<file path="config.mk">
export PLATFORM = sky130hd
export DESIGN_NAME = uart_rx_byte_with_timeout_core
export DESIGN_NICKNAME = d
export VERILOG_FILES = /design/src/rtl/core/urxbt_pkg.sv /design/src/rtl/core/uart_rx_byte_with_timeout_core.sv
export VERILOG_INCLUDE_DIRS = /design/src /design/src/rtl/core
export SDC_FILE = /design/constraint.sdc
export NUM_CORES = 1
export LEC_CHECK = 0
export BUFFER_PORTS_ARGS = -buffer_cell sky130_fd_sc_hd__buf_2
export CORE_ASPECT_RATIO = 0.75
export CORE_MARGIN = 5
export CORE_UTILIZATION = 35
export DETAILED_ROUTE_END_ITERATION = 7
export PLACE_DENSITY = 0.55
export RECOVER_POWER = 100
export SLEW_MARGIN = 20
export SYNTH_ARGS = -nofsm -noshare
export SYNTH_HDL_FRONTEND = slang
export SYNTH_SLANG_ARGS = --single-unit
</file>
<file path="constraint.sdc">
create_clock -name aclk -period 4.65 [get_ports aclk]
set_clock_uncertainty 0.05 [all_clocks]
set_input_delay 0.6975 -clock aclk [delete_from_list [all_inputs] [get_ports aclk]]
set_output_delay 0.6975 -clock aclk [all_outputs]
set_load 0.05 [all_outputs]
</file>
<file path="src/rtl/core/uart_rx_byte_with_timeout_core_defines.svh">
// Assertion macros for the UART receiver core.
// Used by files under rtl/core; expects aclk and aresetn in scope.
`ifndef UART_RX_BYTE_WITH_TIMEOUT_CORE_DEFINES_SVH
`define UART_RX_BYTE_WITH_TIMEOUT_CORE_DEFINES_SVH

// Condition that must hold at every edge outside reset.
`define URX_ASSERT(name, cond, msg) \
    name: assert property (@(posedge aclk) disable iff (!aresetn) (cond)) else $error(msg);

// Trigger at one edge implies consequence at the next edge.
`define URX_ASSERT_NEXT(name, pre, post, msg) \
    name: assert property (@(posedge aclk) disable iff (!aresetn) (pre) |=> (post)) \
        else $error(msg);

`endif

</file>
<file path="src/rtl/core/urxbt_pkg.sv">
// Shared types and constants for the UART receiver core.
// No dependencies.
package urxbt_pkg;

    localparam int CFG_ADDR_W  = 4;
    localparam int TICK_W      = 13;
    localparam int WAIT_W      = 16;
    localparam int BIT_TICKS_W = 12;
    localparam int CONFIRM_W   = 8;
    localparam int FIRST_W     = 13;
    localparam int BYTE_W      = 8;

    // register indexes (paddr[3:2])
    localparam logic [1:0] REG_BIT_TICKS    = 2'd0;
    localparam logic [1:0] REG_CONFIRM      = 2'd1;
    localparam logic [1:0] REG_FIRST_SAMPLE = 2'd2;

    localparam logic [BIT_TICKS_W-1:0] BIT_TICKS_RST    = 12'd69;
    localparam logic [CONFIRM_W-1:0]   CONFIRM_RST      = 8'd8;
    localparam logic [FIRST_W-1:0]     FIRST_SAMPLE_RST = 13'd96;

    typedef enum logic [1:0] {
        ST_OK      = 2'd0,
        ST_TIMEOUT = 2'd1,
        ST_FRAMING = 2'd2
    } status_t;

endpackage

</file>
<file path="src/rtl/core/uart_rx_byte_with_timeout_core.sv">
// 8N1 UART receiver, one sample tick per input transfer, with idle timeout.
// Depends on urxbt_pkg and uart_rx_byte_with_timeout_core_defines.svh.
//
// Every input transfer is one tick of the sample clock: the rx line level and
// the idle-wait limit. The receiver takes one transfer per clock cycle; the
// tick is handled in the cycle it is accepted and a result (byte with status
// ok, idle timeout or framing error) lands in a two-deep output buffer. Input
// stalls only when both output slots hold unread results. Tick delays come
// from the APB registers bit_ticks (0x0), confirm_ticks (0x4) and
// first_sample_ticks (0x8); a value of 0 acts as 1 and a write applies at the
// next delay load. A wait_limit L >= 2 times out after L-1 idle high ticks;
// 0 and 1 never time out.
`include "uart_rx_byte_with_timeout_core_defines.svh"

module uart_rx_byte_with_timeout_core
    import urxbt_pkg::*;
#(
    parameter int DATA_BITS = 8
) (
    input  logic                  aclk,
    input  logic                  aresetn,
    // input ticks
    input  logic                  s_tvalid,
    output logic                  s_tready,
    input  logic [23:0]           s_tdata,   // [0] line_level, [16:1] wait_limit
    // results
    output logic                  m_tvalid,
    input  logic                  m_tready,
    output logic [BYTE_W-1:0]     m_tdata,   // [7:0] data_byte
    output logic [1:0]            m_tuser,   // [1:0] status
    // configuration
    input  logic                  psel,
    input  logic                  penable,
    input  logic                  pwrite,
    input  logic [CFG_ADDR_W-1:0] paddr,
    input  logic [31:0]           pwdata,
    output logic [31:0]           prdata,
    output logic                  pready
);

    typedef enum logic [1:0] {
        PH_IDLE,
        PH_CONFIRM,
        PH_DATA,
        PH_STOP
    } phase_t;

    localparam int BITS_W = 4;

    // configuration registers
    logic [BIT_TICKS_W-1:0] bit_ticks_reg;
    logic [CONFIRM_W-1:0]   confirm_ticks_reg;
    logic [FIRST_W-1:0]     first_sample_ticks_reg;

    // receiver state
    phase_t                 phase_reg, phase_next;
    logic [TICK_W-1:0]      tick_reg, tick_next;
    logic [BITS_W-1:0]      bits_left_reg, bits_left_next;
    logic [DATA_BITS-1:0]   shift_reg, shift_next;
    logic [WAIT_W-1:0]      wait_reg, wait_next;
    logic                   wait_loaded_reg, wait_loaded_next;

    // output buffer
    logic                   out_valid_reg;
    logic [BYTE_W-1:0]      out_byte_reg;
    status_t                out_status_reg;
    logic                   skid_valid_reg;
    logic [BYTE_W-1:0]      skid_byte_reg;
    status_t                skid_status_reg;

    logic                   line_high;
    logic [WAIT_W-1:0]      wait_limit;
    logic                   s_accept;
    logic                   m_take;
    logic                   cfg_wr;
    logic                   act;
    logic [WAIT_W-1:0]      wait_base;
    logic [WAIT_W-1:0]      wait_dec;
    logic                   res_valid;
    status_t                res_status;
    logic [BYTE_W-1:0]      res_byte;
    logic [DATA_BITS+BYTE_W-1:0] shift_ext;
    logic [BITS_W-1:0]      bits_dec;

    assign line_high  = s_tdata[0];
    assign wait_limit = s_tdata[WAIT_W:1];
    assign s_tready   = !skid_valid_reg;
    assign s_accept   = s_tvalid && s_tready;
    assign m_take     = out_valid_reg && m_tready;

    assign m_tvalid = out_valid_reg;
    assign m_tdata  = out_byte_reg;
    assign m_tuser  = out_status_reg;

    // APB
    assign pready = 1'b1;
    assign cfg_wr = psel && penable && pwrite;

    always_comb begin
        prdata = '0;
        unique case (paddr[3:2])
            REG_BIT_TICKS:    prdata = {{(32-BIT_TICKS_W){1'b0}}, bit_ticks_reg};
            REG_CONFIRM:      prdata = {{(32-CONFIRM_W){1'b0}}, confirm_ticks_reg};
            REG_FIRST_SAMPLE: prdata = {{(32-FIRST_W){1'b0}}, first_sample_ticks_reg};
            default:          prdata = '0;
        endcase
    end

    always_ff @(posedge aclk) begin
        if (!aresetn) begin
            bit_ticks_reg          <= BIT_TICKS_RST;
            confirm_ticks_reg      <= CONFIRM_RST;
            first_sample_ticks_reg <= FIRST_SAMPLE_RST;
        end else if (cfg_wr) begin
            unique case (paddr[3:2])
                REG_BIT_TICKS:    bit_ticks_reg          <= pwdata[BIT_TICKS_W-1:0];
                REG_CONFIRM:      confirm_ticks_reg      <= pwdata[CONFIRM_W-1:0];
                REG_FIRST_SAMPLE: first_sample_ticks_reg <= pwdata[FIRST_W-1:0];
                default: ;
            endcase
        end
    end

    // per-tick update
    assign act       = tick_reg <= TICK_W'(1);
    assign wait_base = (phase_reg == PH_IDLE && !wait_loaded_reg) ? wait_limit : wait_reg;
    assign wait_dec  = (wait_base != '0) ? wait_base - WAIT_W'(1) : wait_base;
    assign shift_ext = {{BYTE_W{1'b0}}, shift_reg};
    assign bits_dec  = bits_left_reg - BITS_W'(1);

    always_comb begin
        phase_next       = phase_reg;
        tick_next        = tick_reg;
        bits_left_next   = bits_left_reg;
        shift_next       = shift_reg;
        wait_next        = wait_reg;
        wait_loaded_next = wait_loaded_reg;
        res_valid        = 1'b0;
        res_status       = ST_OK;
        res_byte         = '0;

        unique case (phase_reg)
            PH_IDLE: begin
                wait_loaded_next = 1'b1;
                if (!line_high) begin
                    phase_next = PH_CONFIRM;
                    tick_next  = TICK_W'(confirm_ticks_reg);
                    wait_next  = wait_base;
                end else begin
                    wait_next = wait_dec;
                    if (wait_dec == WAIT_W'(1)) begin
                        wait_loaded_next = 1'b0;
                        res_valid        = 1'b1;
                        res_status       = ST_TIMEOUT;
                    end
                end
            end
            PH_CONFIRM: begin
                if (!act) begin
                    tick_next = tick_reg - TICK_W'(1);
                end else if (!line_high) begin
                    phase_next     = PH_DATA;
                    tick_next      = first_sample_ticks_reg;
                    bits_left_next = BITS_W'(DATA_BITS);
                    shift_next     = '0;
                end else begin
                    // glitch: back to idle, keep the running wait
                    phase_next = PH_IDLE;
                    tick_next  = '0;
                    wait_next  = wait_dec;
                    if (wait_dec == WAIT_W'(1)) begin
                        wait_loaded_next = 1'b0;
                        res_valid        = 1'b1;
                        res_status       = ST_TIMEOUT;
                    end
                end
            end
            PH_DATA: begin
                if (!act) begin
                    tick_next = tick_reg - TICK_W'(1);
                end else begin
                    shift_next     = {line_high, shift_reg[DATA_BITS-1:1]};
                    tick_next      = TICK_W'(bit_ticks_reg);
                    bits_left_next = bits_dec;
                    if (bits_dec == '0) begin
                        phase_next = PH_STOP;
                    end
                end
            end
            PH_STOP: begin
                if (!act) begin
                    tick_next = tick_reg - TICK_W'(1);
                end else begin
                    phase_next       = PH_IDLE;
                    tick_next        = '0;
                    wait_loaded_next = 1'b0;
                    res_valid        = 1'b1;
                    if (line_high) begin
                        res_status = ST_OK;
                        res_byte   = shift_ext[BYTE_W-1:0];
                    end else begin
                        res_status = ST_FRAMING;
                    end
                end
            end
            default: ;
        endcase
    end

    always_ff @(posedge aclk) begin
        if (!aresetn) begin
            phase_reg       <= PH_IDLE;
            tick_reg        <= '0;
            bits_left_reg   <= '0;
            shift_reg       <= '0;
            wait_reg        <= '0;
            wait_loaded_reg <= 1'b0;
        end else if (s_accept) begin
            phase_reg       <= phase_next;
            tick_reg        <= tick_next;
            bits_left_reg   <= bits_left_next;
            shift_reg       <= shift_next;
            wait_reg        <= wait_next;
            wait_loaded_reg <= wait_loaded_next;
        end
    end

    // two-slot output buffer; skid slot fills only when the head is stalled
    always_ff @(posedge aclk) begin
        if (!aresetn) begin
            out_valid_reg  <= 1'b0;
            skid_valid_reg <= 1'b0;
        end else if (m_take || !out_valid_reg) begin
            if (skid_valid_reg) begin
                out_valid_reg  <= 1'b1;
                out_byte_reg   <= skid_byte_reg;
                out_status_reg <= skid_status_reg;
                skid_valid_reg <= 1'b0;
            end else begin
                out_valid_reg  <= s_accept && res_valid;
                out_byte_reg   <= res_byte;
                out_status_reg <= res_status;
            end
        end else if (s_accept && res_valid) begin
            skid_valid_reg  <= 1'b1;
            skid_byte_reg   <= res_byte;
            skid_status_reg <= res_status;
        end
    end

    `URX_ASSERT(a_skid_behind_head, !skid_valid_reg || out_valid_reg, "skid full, head empty")
    `URX_ASSERT(a_no_result_in_data, !(s_accept && res_valid) || phase_reg != PH_DATA,
        "result raised while shifting data bits")
    `URX_ASSERT(a_bits_in_range,
        phase_reg != PH_DATA
        || (bits_left_reg != '0 && bits_left_reg <= BITS_W'(DATA_BITS)),
        "bit counter out of range")
    `URX_ASSERT_NEXT(a_stop_to_idle, s_accept && phase_reg == PH_STOP && act,
        phase_reg == PH_IDLE && !wait_loaded_reg, "stop bit did not return to idle")

endmodule
</file>
==> results.md, run 1 <==
- Status: completed
- Top cells by count, synth: 124 x nand2_1, 79 x dfxtp_1, 77 x a21oi_1
- CTS sink cnt: 99
- Clock Tree Buf Depth: 2
- Synth area leaders: dfxtp_1 27%, edfxtp_1 10%, nand2_1 7.8%
- Post-synth top area cell: dfxtp_1
- Crit path launch type: register
- Placed cells: 984
- Worst-margin pin slew: 1411 ps
- Leakage power: 2.426 nW
- CTS tree: built
- Via count: 5,392
- ANT cells: 0
- Fillcell total: 1,785
- GRT Overall Usage: 0.1723
- Vias in the first global route: 5,108
- CTS buffer count: 9
- # Max-Cap Violations: 0
- Synth async-reset ratio: 0
- Worst Reg-to-Reg Cells: 12
- Core area: 16,770 um^2
- First-pass GRT wire length: 27,460 um
- Largest net degree at the start of global routing: 66
- Initial drt markers: 416
- Die height: 122.9 um
- RSZ-0062 raised after global routing: false
- Hold Buf Count CTS: 0
- Critical path peak fanout: 11
- Post-Synth XOR/XNOR Area: 0.02208
- Share of cells above drive strength 1: 0.1096
- Critical path arrival: 3980 ps
- Ys flop type: dfxtp_1
- Crit. End Element: register
- Routed WL per cell: 16.57 um
- Slew HR: 0.05924
- WP data required: 4660 ps
- Critical path class: reg2reg
- Largest register FFs: 16
- Hpwl dp: 11,580 um
- Fin. Hold Viols: 0
- Root Buffer: clkbuf_16
- Post-CTS Setup Inserts: 0
- Final Slew Violations: 0
- Post-Syn Area: 5951 um^2
- Antenna violations before repair: 0
- Routability Congestion: 0.8774
- Row cnt: 41
- Clk_lat worst skew: 360 ps
- CTS H-tree lvls: 3
- Starting Density: 0.3547
- Fin Hold WS: 423.8 ps
- CTS clk-pin slew, worst paths: 80 ps
- Post-route insts no fill: 1,000
- Gate Count Post-Synth: 737
- Total negative setup slack: 0 ps
- Congestion Overflow GR: 0
- Post-route ant nets: 0
- Maximum VDD drop: 0.1893 mV
- Syn avg cell area: 8.074 um^2
- Vias per inst: 5.392
- Slack of the critical path: 681.1 ps
- Worst path max stage delay: 430 ps
- Final WL: 16,570 um
- Slowest cell on the critical path: ha_1
- # IOs: 112
- Drc violations: 0
- Yosys reg bits: 99
- Ys Warns: 0
- Final setup fails: 0
- Hold WC Path Type: reg2reg
- Most used cell along the critical path: buf_4
- Mux cell area share after synthesis: 0.08158
- Number of synthesized flops with an enable pin: 20
- Post-Synth Adder-Cell Area: 0.01262
- Placement Setup Slack: 652.6 ps
- Part of the cycle the worst path needs: 0.8535
- Simple-Gate Fraction of Synth Area: 0.2403
- Die footprint: 19,740 um^2
- Layout area overhead: 10.93%
- Number of library cell types mapped by synthesis: 69
- Drt first pass iters: 5
- Most frequent cell after synthesis: nand2_1
- # resized after CTS: 0
- Power per Cell Area: 387.6 nW/um^2
- Largest family of logic cells by synthesized area: simple AND/OR/NAND/NOR gates
- Compound-gate portion of the synthesized area: 0.2031
- Share of the yosys chip area belonging to registers: 0.3667
- IO buf count: 63
- Die Wd: 160.6 um
- Fin crit period: 3969 ps
- Share of the synthesized area in the top cell type: 0.2658
- Highest clock rate: 0.2520 GHz
- Final nets: 853
- Hold path depth: 2
- Crit path cell chain: nor3_4 > mux2i_1 > ha_1 > nor4b_1 > nand3_1 > a22oi_1 > buf_4 > a221oi_1 > nor3_1 > nand4_1 > a211oi_1 > buf_4
==> final timing paths <==
check,to,slack [ps],startpoint
setup / recovery,skid_byte_reg[0],680,wait_loaded_reg
hold / removal,confirm_ticks_reg[1],420,confirm_ticks_reg[1]
setup reg to reg,skid_byte_reg[0],680,wait_loaded_reg
hold reg to reg,confirm_ticks_reg[1],420,confirm_ticks_reg[1]
==> final cells by class <==
class	count	area, um^2	area share
Multi-Input combinational cell	578	3391	0.5136
Clock buffer	9	225.2	0.03412
Timing Repair Buffer	79	379.1	0.05743
Inverter	13	48.80	0.007392
Clock inverter	7	106.4	0.01611
Tap cell	215	269.0	0.04075
Sequential cell	99	2182	0.3306
==> worst max-delay path, delay by kind of cell (launching register included) <==
kind	cells	cell delay, ps
AND/OR/NAND/NOR	5	1280
AO/OA/AOI/OAI	3	730
buffers and inverters	2	440
adder cells (fa/ha/maj)	1	430
flip-flops	1	370
multiplexers	1	360
==> power by group <==
| part | internal, mW | switching [mW] |
|---|---|---|
| registers | 0.912 | 0.0481 |
| logic | 0.268 | 0.489 |
| clock network | 0.481 | 0.360 |
==> through the flow <==
stage                 util  area (um^2)  total power, mW
floorplan                -         6018            1.579
global placement    0.3783         6346            1.743
detailed placement  0.3783         6346            1.742
CTS                 0.3981         6678            2.592
global route        0.3935         6601            2.704
finish              0.3935         6601            2.558
==> logic make-up (layout without fill, tap and decap cells) <==
logic type                 count (synthesis)  count (layout)
and+or+nand+nor                          300             300
AOI/OAI and AO/OA                        190             190
DFF                                       99              99
buffers and inverters                     78             108
muxes                                     47              47
xor gates and xnor gates                  15              15
adders and majority gates                  6               6
other                                      2              20
==> cell usage in the layout, fill, tap and decap left out, drive strengths merged, types with 5 or more instances in the layout <==
cell type / instances
a21o: 9
conb: 20
o21ai: 36
buf: 46
nor2: 55
a31oi: 5
or4: 5
a22oi: 14
mux2i: 35
o211ai: 7
clkbuf: 42
and2: 11
xnor2: 12
ha: 6
nor4: 8
nand2: 124
dfxtp: 79
a21oi: 77
inv: 15
a211oi: 6
nand3: 30
nor3: 38
mux2: 12
edfxtp: 20
a221oi: 8
==> metal layers <==
metal / global-route usage / wire (um) / vias up
met5: 0 / 0 / -
met4: 0.04138 / 166 / 0
met3: 0.03565 / 1100 / 13
met2: 0.2579 / 7039 / 160
met1: 0.2548 / 8259 / 2513
li1: - / - / 2706
Power figures use the tool's default switching activity.
==> run 2, diff against run 1 <==
Settings changed: BUFFER_PORTS_ARGS -buffer_cell sky130_fd_sc_hd__buf_2 to not set, DONT_BUFFER_PORTS set to 1, PLACE_DENSITY 0.55 to 0.49.
==> run 2 against run 1 <==
  * The flow now finishes with violations (max-capacitance violations, max-slew violations)
  * Via count down 1.4%
  * Sequential power is 1% higher
  * Final cell count fell by 6.3%
==> results.md, run 2 (synthesis gave the netlist of run 1 again) <==
- Fillcell total: 1,747
- CTS tree: built
- Top routing layer in use: met4
- Fin crit period: 4030 ps
- Post-route insts no fill: 937
- Vias per inst: 5.674
- Switching power: 0.8898 mW
- Fin. Hold Viols: 0
- Reg2reg start: wait_loaded_reg
- Critical path class: reg2reg
- Critical path arrival: 4030 ps
- Clock Tree Buf Depth: 2
- Initial drt markers: 423
- Die Wd: 160.6 um
- Die footprint: 19,740 um^2
- Failing checks: max-capacitance violations, max-slew violations
- Slack of the critical path: 620.1 ps
- CTS clk-pin slew, worst paths: 80 ps
- Leakage power: 2.263 nW
- Placement Setup Slack: 691.7 ps
- # resized after CTS: 0
- Post-route ant nets: 0
- Design Power: 2.541 mW
- Sequential fraction of design power: 0.383
- Placed cells: 921
- Part of the cycle the worst path needs: 0.8666
- # Max-Cap Violations: 8
- Total negative setup slack: 0 ps
- Hold WC Path Type: in2reg
- Sw Ratio: 0.3502
- Comb pwr share: 0.283
- CTS H-tree lvls: 3
- Maximum VDD drop: 0.2044 mV
- Final Slew Violations: 8
- Vias in the first global route: 5,139
- Met2 wire length: 7744 um
- CTS sink cnt: 99
- CTS buffer count: 9
- Worst-margin pin slew: 1710 ps
- Root Buffer: clkbuf_16
- R2R Setup Slk: 620 ps
- RR Endpoint: skid_byte_reg[0]
- Final nets: 790
- Crit. End Element: register
- Commonest non-fill, non-tap cells in the layout: 124 x nand2_1, 79 x dfxtp_1, 77 x a21oi_1, 55 x nor2_1, 36 x nor3_1
- Highest clock rate: 0.2481 GHz
- Layout area overhead: 6.371%
- Drc violations: 0
- # IOs: 112
- Congestion Overflow GR: 0
- ANT cells: 0
- Slew HR: -0.1523
- Clk_lat worst skew: 360 ps
- Critical path peak fanout: 11
- Routed WL per cell: 18.63 um
- Power per Cell Area: 401.4 nW/um^2
- Routability Congestion: 0.9012
- GRT Overall Usage: 0.1781
- Wire length on met3: 1266 um
- Commonest non-fill, non-tap cell in the layout: nand2_1
- Post-CTS Setup Inserts: 0
- Clock group share of total power: 0.333
- Hold path start: aresetn
- WP data required: 4650 ps
- Int Pwr: 1.651 mW
- Crit path launch type: register
- Setup crit end: skid_byte_reg[0]
- Share of cells above drive strength 1: 0.07479
- Final WL: 17,460 um
- Hold Buf Count CTS: 0
- Worst Reg-to-Reg Cells: 11
- Largest register FFs: 16
- IO buf count: 0
- RSZ-0062 raised after global routing: false
- Final setup fails: 0
- Largest net degree at the start of global routing: 66
- Core area: 16,770 um^2
- Die height: 122.9 um
- Crit. Startpoint: wait_loaded_reg
- Status: finished, violations left
- Antenna violations before repair: 0
- Drt first pass iters: 5
- WL met1: 8085 um
- First-pass GRT wire length: 27,990 um
- Starting Density: 0.3547
- Row cnt: 41
- Via count: 5,317
- Hpwl dp: 12,220 um
==> run 2: cell count changes in the layout (fill, tap and decap cells not counted), sizes merged <==
cell    previous run  this run
buf               46        12
clkbuf            42        13
==> run 2: power by group through the flow <==
stage	logic, mW	clock network, mW	registers (mW)
after floorplan	0.605	0	0.975
after global placement	0.716	0	0.990
after detailed placement	0.723	0	0.992
after CTS	0.727	0.876	0.972
after global routing	0.794	0.912	0.980
final	0.720	0.847	0.974
==> run 2: per-stage QoR <==
stage            util  cell area (um^2)  hold WS [ps]
2_1_floorplan       -              6018         393.9
3_3_place_gp   0.3595              6031         407.5
3_5_place_dp   0.3595              6031         416.2
4_1_cts        0.3794              6365         359.7
5_1_grt        0.3773              6330         361.2
6_report       0.3773              6330         377.8
==> run 2: routing by layer <==
metal  track usage  up-vias
met5             0        -
met4       0.06126        0
met3       0.04798       25
met2        0.2803      186
met1        0.2383     2531
li1              -     2575
==> run 2: worst min path at each step <==
stage,endpoint,slack (ps),cells past startpoint
3_5_place_dp,bit_ticks_reg[4],420,2
3_3_place_gp,bit_ticks_reg[3],410,2
5_1_grt,first_sample_ticks_reg[5],360,1
2_1_floorplan,wait_reg[7],390,2
6_report,bit_ticks_reg[6],380,1
4_1_cts,bit_ticks_reg[6],360,1
==> run 2: cell type report <==
cell class,instances,area (um^2),area share
Multi-Input combinational cell,578,3391,0.5357
Inverter,13,48.80,0.007709
Tap cell,215,269.0,0.04250
Clock buffer,9,225.2,0.03558
Sequential cell,99,2182,0.3447
Timing Repair Buffer,16,105.1,0.01660
Clock inverter,7,108.9,0.01720
==> run 2: worst max-delay path: stages, from the launching register on <==
cell and delay (ps):
dfxtp_1 380, nor3_4 320, mux2i_1 380, ha_1 450, nor4b_1 380, nand3_1 270
a22oi_1 470, a221oi_1 190, nor3_1 210, nand4_1 150, a211oi_1 250, buf_4 220
==> run 3, diff against run 2 <==
Settings changed: CELL_PAD_IN_SITES_DETAIL_PLACEMENT set to 0, CELL_PAD_IN_SITES_GLOBAL_PLACEMENT set to 1, CTS_BUF_LIST set to sky130_fd_sc_hd__clkbuf_16, PLACE_DENSITY 0.49 to 0.63.
==> run 3 against run 2 <==
  * The run still ends with max-capacitance violations, max-slew violations left
  * Utilization is 0.26 points lower
  * Routed wire length is 0.50% higher
  * Flip-flop and latch count stayed put
  * Worst hold slack better by 0.66 ps
==> results.md, run 3 (synthesis gave the netlist of run 1 again) <==
- Slew HR: -0.2020
- Root Buffer: clkbuf_16
- Sw Ratio: 0.3652
- Drt first pass iters: 5
- Highest clock rate: 0.2453 GHz
- Reg2reg start: wait_loaded_reg
- Final Slew Violations: 68
- GRT Overall Usage: 0.1800
- Core area: 16,770 um^2
- WP data required: 4640 ps
- Final setup fails: 0
- # Max-Cap Violations: 10
- Fin crit period: 4076 ps
- IO buf count: 0
- Routed WL per cell: 18.72 um
- Final nets: 790
- Critical path class: reg2reg
- Crit path cell chain: nor3_4 > mux2i_1 > ha_1 > nor4b_1 > nand3_1 > a22oi_2 > a221oi_1 > nor3_1 > nand4_1 > a211oi_1 > clkbuf_2
- Clock Tree Buf Depth: 2
- R2R Setup Slk: 570 ps
- WL met1: 8251 um
- Final WL: 17,540 um
- Hold Buf Count CTS: 0
- Routability Congestion: 0.9020
- Leakage power: 2.230 nW
- Via count: 5,330
- Initial drt markers: 464
- Design Power: 2.431 mW
- Crit. End Element: register
- Sequential fraction of design power: 0.400
- Met2 wire length: 7907 um
- Commonest non-fill, non-tap cell in the layout: nand2_1
- RR Endpoint: skid_byte_reg[1]
- Clk_lat worst skew: 360 ps
- Slack of the critical path: 573.8 ps
- Post-CTS Setup Inserts: 0
- Part of the cycle the worst path needs: 0.8766
- Critical path arrival: 4070 ps
- Post-route ant nets: 0
- Fin. Hold Viols: 0
- Placed cells: 921
- Starting Density: 0.3547
- Largest net degree at the start of global routing: 36
- Worst-margin pin slew: 1784 ps
- Crit path launch type: register
- CTS H-tree lvls: 3
- Maximum VDD drop: 0.1503 mV
- Hpwl dp: 12,330 um
- Congestion Overflow GR: 0
- Int Pwr: 1.543 mW
- CTS buffer count: 9
- Status: finished, violations left
- # resized after CTS: 0
- Hold path start: aresetn
- ANT cells: 0
- Antenna violations before repair: 0
- Wire length on met3: 1123 um
- CTS tree: built
- Largest register FFs: 16
- Layout area overhead: 5.635%
- # IOs: 112
- Commonest non-fill, non-tap cells in the layout: 124 x nand2_1, 79 x dfxtp_1, 77 x a21oi_1, 55 x nor2_1, 36 x nor3_1
- Die Wd: 160.6 um
- Clock group share of total power: 0.302
- Power per Cell Area: 386.7 nW/um^2
- Vias per inst: 5.688
- Row cnt: 41
- Critical path peak fanout: 11
- Worst path max stage delay: 440 ps
- First-pass GRT wire length: 28,230 um
- Hold path depth: 1
- Top routing layer in use: met4
- Worst Hold End: confirm_ticks_reg[3]
- Drc violations: 0
- Total negative setup slack: 0 ps
- Slowest cell on the critical path: ha_1
- Placement Setup Slack: 705.3 ps
- Die footprint: 19,740 um^2
- RSZ-0062 raised after global routing: false
- Switching power: 0.8879 mW
- Hold WC Path Type: in2reg
- Die height: 122.9 um
- Fin Hold WS: 378.5 ps
- Failing checks: max-capacitance violations, max-slew violations
- Worst Reg-to-Reg Cells: 11
- Comb pwr share: 0.298
- CTS sink cnt: 99
- Post-route insts no fill: 937
- CTS clk-pin slew, worst paths: 70 ps
- Share of cells above drive strength 1: 0.07341
- Vias in the first global route: 5,131
==> run 3: changes by cell type in the layout (fill, tap and decap cells not counted), sizes merged <==
cell / previous run / this run
bufinv: 2 / 0
clkbuf: 13 / 15
clkinv: 3 / 2
buf: 12 / 10
clkinvlp: 0 / 3
==> run 3: cell type report <==
class | instances | area [um^2]
Timing Repair Buffer | 16 | 98.84
Fill cell | 1744 | 10490
Clock buffer | 9 | 225.2
Sequential cell | 99 | 2182
Multi-Input combinational cell | 578 | 3400
Clock inverter | 7 | 62.56
Inverter | 13 | 48.80
Tap cell | 215 | 269.0
==> run 3: critical path, delay by kind of cell, from the launching register on <==
family,cells,cell delay (ps)
AND/OR/NAND/NOR,5,1340
AO/OA/AOI/OAI,3,860
adder cells (fa/ha/maj),1,440
multiplexers,1,400
flip-flops,1,370
buffers and inverters,1,300
==> run 3: worst max path at each step <==
stage | startpoint | to
4_1_cts | wait_loaded_reg | skid_byte_reg[4]
2_1_floorplan | phase_reg[0] | skid_byte_reg[0]
5_1_grt | wait_loaded_reg | skid_byte_reg[6]
3_5_place_dp | wait_loaded_reg | skid_byte_reg[0]
6_report | wait_loaded_reg | skid_byte_reg[1]
3_3_place_gp | wait_loaded_reg | skid_byte_reg[0]
==> run 3: power by group through the flow <==
stage          clock, mW  sequential [mW]  combinational (mW)
2_1_floorplan          0            0.975               0.605
3_3_place_gp           0            0.990               0.711
3_5_place_dp           0            0.991               0.719
4_1_cts            0.760            0.971               0.723
5_1_grt            0.791            0.979               0.799
6_report           0.735            0.972               0.724
==> run 3: per-layer routing <==
metal / up-vias / GRT usage
li1: 2578 / -
met1: 2579 / 0.2434
met2: 154 / 0.2874
met3: 19 / 0.04765
met4: 0 / 0.04890
met5: - / 0
==> run 3: per-stage QoR <==
step | util | instance area [um^2]
6_report | 0.3747 | 6286
5_1_grt | 0.3747 | 6286
4_1_cts | 0.3767 | 6319
3_5_place_dp | 0.3595 | 6031
3_3_place_gp | 0.3595 | 6031
2_1_floorplan | - | 6018
